File: config.mk
export PLATFORM = sky130hd
export DESIGN_NAME = olt_cell
export DESIGN_NICKNAME = d
export VERILOG_FILES = /design/src/hw/rtl/olt_pkg.sv /design/src/hw/rtl/olt_cell.sv
export SDC_FILE = /design/constraint.sdc
export NUM_CORES = 1
export LEC_CHECK = 0
export ABC_AREA = 0
export ABC_CLOCK_PERIOD_IN_PS = 3200
export BUFFER_PORTS_ARGS = -buffer_cell sky130_fd_sc_hd__buf_4
export CORE_MARGIN = 1
export CORE_UTILIZATION = 35
export CTS_BUF_LIST = sky130_fd_sc_hd__clkbuf_8
export DETAILED_ROUTE_END_ITERATION = 12
export HOLD_SLACK_MARGIN = 0.1
export RECOVER_POWER = 50
export SYNTH_ARGS = -nofsm -noshare
export SYNTH_HDL_FRONTEND = slang
export SYNTH_SLANG_ARGS = --single-unit
File: constraint.sdc
create_clock -name clk -period 3.2 [get_ports clk]
set_input_delay 0.32 -clock clk [delete_from_list [all_inputs] [get_ports clk]]
set_output_delay 0.32 -clock clk [all_outputs]
set_load 0.02 [all_outputs]
File: src/hw/rtl/olt_pkg.sv
// olt_pkg: shared types and constants of the ordered list table
// no dependencies; used by olt_cell and ordered_list_table
package olt_pkg;

	localparam int DEPTH  = 128;
	localparam int IDX_W  = (DEPTH > 1) ? $clog2(DEPTH) : 1;
	localparam int CNT_W  = $clog2(DEPTH + 1);
	localparam int WIDE_W = CNT_W + 9;

	typedef enum logic [2:0] {
		CMD_GET    = 3'd0,
		CMD_LOCATE = 3'd1,
		CMD_INSERT = 3'd2,
		CMD_DELETE = 3'd3,
		CMD_CLEAR  = 3'd4
	} cmd_t;

	typedef enum logic {
		ST_IDLE,
		ST_SCAN
	} state_t;

	typedef struct packed {
		logic [2:0] cmd;
		logic [7:0] position;
		logic [7:0] value;
	} in_word_t;

	typedef struct packed {
		logic       ok;
		logic [7:0] value_out;
		logic [7:0] found_position;
		logic [7:0] list_length;
	} out_word_t;

	typedef struct packed {
		logic             locate;
		logic             ins;
		logic             del;
		logic [IDX_W-1:0] pos0;
		logic [CNT_W-1:0] count;
		logic [7:0]       val;
	} olt_ctl_t;

	typedef struct packed {
		logic             hit;
		logic [IDX_W-1:0] pos;
		logic [7:0]       data;
	} olt_tok_t;

endpackage

File: src/hw/rtl/olt_cell.sv
// olt_cell: one list entry with its shift and match logic, and one stage of the result chain
// depends on olt_pkg
module olt_cell
	import olt_pkg::*;
(
	input  logic             clk,
	input  logic             arst_n,
	input  logic [IDX_W-1:0] idx,
	input  olt_ctl_t         ctl,
	input  logic [7:0]       left,
	input  logic [7:0]       right,
	input  olt_tok_t         tin,
	output logic [7:0]       data,
	output olt_tok_t         tout
);

	logic [7:0]       data_q;
	logic [7:0]       data_d;
	olt_tok_t         tok_q;
	olt_tok_t         tok_d;
	logic [CNT_W-1:0] idx_c;
	logic [CNT_W-1:0] pos_c;
	logic             mine;

	always_comb begin
		idx_c = CNT_W'(idx);
		pos_c = CNT_W'(ctl.pos0);
		if (ctl.locate) begin
			mine = (idx_c < ctl.count) && (data_q == ctl.val);
		end else begin
			mine = (idx == ctl.pos0);
		end
		if (tin.hit || !mine) begin
			tok_d = tin;
		end else begin
			tok_d.hit  = 1'b1;
			tok_d.pos  = idx;
			tok_d.data = data_q;
		end
		data_d = data_q;
		if (ctl.ins) begin
			if (idx_c > pos_c && idx_c <= ctl.count) begin
				data_d = left;
			end else if (idx == ctl.pos0) begin
				data_d = ctl.val;
			end
		end else if (ctl.del) begin
			if (idx_c >= pos_c && (idx_c + CNT_W'(1)) < ctl.count) begin
				data_d = right;
			end
		end
	end

	always_ff @(posedge clk or negedge arst_n) begin
		if (!arst_n) begin
			tok_q <= '0;
		end else begin
			tok_q <= tok_d;
		end
	end

	always_ff @(posedge clk) begin
		data_q <= data_d;
	end

	assign data = data_q;
	assign tout = tok_q;

endmodule

==> impl_metrics.py <==
metrics = {
    "grt": {
        "grt_pass1_wl_um": 6980,
        "grt_max_degree": 19,
        "grt_pass1_vias": 1460,
        "antenna_found_initial": 0,
        "grt_overflow": 0,
        "grt_use_met1_pct": 23.8,
        "grt_usage_pct": 17.2,
        "grt_util_met2_pct": 27.6,
        "busiest_layer": "met2",
        "grt_use_met3_pct": 2.88,
    },
    "timing": {
        "timing.final.ws_setup_ps": 844,
        "rsz0062_at_grt": "false",
        "clock_skew_ps": 7.68,
        "hold_viol": 0,
        "maxSlewViolCount": 0,
        "slew_headroom_pct": 44.1,
        "min_period_ps": 2360,
        "whs_ps": 273,
        "tightest_slew_ps": 838,
        "timing.setup.tns_ps": 0,
        "max_freq_ghz": 0.424,
        "setup_violations": 0,
        "fin_crit_sh_pct": 73.6,
    },
    "placed_design": {
        "dpl.cell_count": 319,
        "gp_congestion": 0.864,
        "place_ws_ps": 561,
        "hpwl_um": 3900,
        "port_buffers": 90,
    },
    "power": {
        "leakagePower_nw": 1.22,
        "finalPower_w": 0.000940,
        "power-per-cell-area_nw_per_um2": 371,
        "ir_drop_v": 0.000182,
    },
    "worst_setup_path": {
        "cp-end-kind": "register",
        "cpPeakStageDelay_ps": 480,
        "arrival_ps": 2510,
        "crit_family": "simple AND/OR/NAND/NOR gates",
        "critPathMaxFanout": 15,
        "path_buf_inv": 0,
        "slowest_stage": "edfxtp_1",
        "critPathRequiredTime_ps": 3350,
        "cp-start-kind": "register",
        "crit_path_cell_trace": "xnor2_1 -> nand4_1 -> nor4_2 -> a41oi_2 -> nor2_4 -> mux2_2",
        "path_class": "register to register",
    },
    "route": {
        "routedWlPerCell_um": 14.2,
        "wl_um": 4610,
        "via_count": 1510,
        "drt_pass1_iterations": 4,
        "drt_iter0_drc": 69,
        "viasPerCell": 4.66,
        "ant_nets": 0,
        "route.detailed.drc": 0,
    },
    "clocking": {
        "numCtsBuffers": 3,
        "clock_path_buffers": 2,
        "cts.sinks": 24,
        "path_clk_slew_ps": 90,
        "cts_root_buf": "clkbuf_8",
        "cts_tree": "yes",
        "cts-hold-fix-buffers": 1,
        "worstSkewPairLatency_ps": 270,
        "postCtsSetupRepairBufs": 0,
        "htree_levels": 1,
        "cts_resized": 0,
    },
    "synthesis": {
        "synth-simple-area-share_pct": 11.0,
        "yosysWarnings": 0,
        "syn_area_per_cell_um2": 10.9,
        "synth_top_family_by_area": "adder cells",
        "yosys.area_share.xor_xnor_pct": 6.33,
        "synthMuxAreaShare_pct": 15.9,
        "synth_ff_type": "dfrtp_1",
        "synth-edff-count": 8,
        "synth-adder-area-share_pct": 16.0,
        "synth-compound-area-share_pct": 10.5,
        "ys_ff_latch": 24,
        "synth_area_um2": 1800,
        "synth_top_cell_by_area": "dfrtp_1",
        "ys_types": 38,
        "syn_nets": 255,
        "synthCells": 165,
        "yosysSeqAreaShare_pct": 35.6,
        "synth_top_area_share_pct": 22.3,
        "synthTopCellsByArea": "dfrtp_1 (22%), ha_1 (16%), edfxtp_1 (13%)",
        "async_flop_share_pct": 66.7,
    },
    "floorplan": {
        "start_util_pct": 37.1,
        "pin_count": 91,
        "die_y_um": 73.7,
        "die_area_um2": 5430,
        "rows": 25,
        "die_w_um": 73.7,
        "core_area_um2": 4850,
    },
    "cells_and_area": {
        "num_antenna_cells": 0,
        "nNetsFinal": 348,
        "area_growth_pct": 40.8,
        "drive_gt1_share_pct": 36.6,
        "fin_cells": 324,
    },
    "status": {
        "status": "completed",
    },
    "worst_hold_path": {
        "worstHoldPathType": "input pin to register",
    },
    "run": {
        "drv_cap": 0,
    },
}
## final cells by class
class / instances / area, um2
Clock buffer: 3 / 41.3
Clock inverter: 1 / 30.0
Fill cell: 486 / 2310
Inverter: 15 / 56.3
Multi-Input combinational cell: 123 / 1070
Sequential cell: 24 / 641
Tap cell: 67 / 83.8
Timing Repair Buffer: 91 / 607
## path summary, 6_finish.rpt
kind / start / endpoint / slack [ps] / depth (start not counted)
worst min register to register: data[4]$_DFFE_PP_ / tout[4]$_DFF_PN0_ / 580 / 1
min in group asynchronous: arst_n / tout[5]$_DFF_PN0_ / 670 / 2
max in group asynchronous: arst_n / tout[15]$_DFF_PN0_ / 2010 / 2
worst max-delay path: data[6]$_DFFE_PP_ / tout[2]$_DFF_PN0_ / 840 / 6
worst min-delay path: tin[15] / tout[15]$_DFF_PN0_ / 270 / 2
worst max register to register: data[6]$_DFFE_PP_ / tout[2]$_DFF_PN0_ / 840 / 6
## layout by cell type, fill, tap and decap left out, drive strengths merged, types with 2 or more instances in the layout
master  instances
ha             23
nand2           5
a211oi          3
mux2           15
xor2            5
nand4           2
nor3            2
dfrtp          16
nand3           4
a21oi          12
clkbuf         24
nor2           14
o31a            3
inv            15
nand3b          2
mux2i           8
edfxtp          8
o21ai           4
xnor2           8
buf            69
## state kept, by name (all words and copies together) (netlist names)
signal and count:
tout 16, data 8
## logic make-up after synthesis
kind of cell / count (synthesis)
XOR/XNOR: 13
AO/OA/AOI/OAI: 27
flip-flops: 24
adder cells (fa/ha/maj): 23
buffers and inverters: 18
AND/OR/NAND/NOR: 37
multiplexers: 23
## synthesized netlist by cell type (all sizes together), types with 2 or more instances
| library cell | instances |
|---|---|
| a211oi | 3 |
| a21oi | 12 |
| buf | 2 |
| dfrtp | 16 |
| edfxtp | 8 |
| ha | 23 |
| inv | 15 |
| mux2 | 15 |
| mux2i | 8 |
| nand2 | 5 |
| nand3 | 4 |
| nand3b | 2 |
| nand4 | 2 |
| nor2 | 14 |
| nor3 | 2 |
| o21ai | 4 |
| o31a | 3 |
| xnor2 | 8 |
| xor2 | 5 |
## per-stage QoR
stage | cell area (um2) | util [%]
after floorplan | 1800 | -
after global placement | 2530 | 52.2
after detailed placement | 2530 | 52.2
after CTS | 2610 | 53.9
after global routing | 2530 | 52.3
final | 2530 | 52.3
## layer usage
metal  vias to the layer above  routed length (um)
met5                         -                   0
met4                         0                  41
met3                         4                 309
met2                        61                2160
met1                       675                2100
li1                        770                   -
## where the power goes
group          switching [W]  internal (W)
Sequential         0.0000245      0.000353
Combinational       0.000152      0.000146
Clock              0.0000974      0.000167
(Power assumes the default switching activity.)
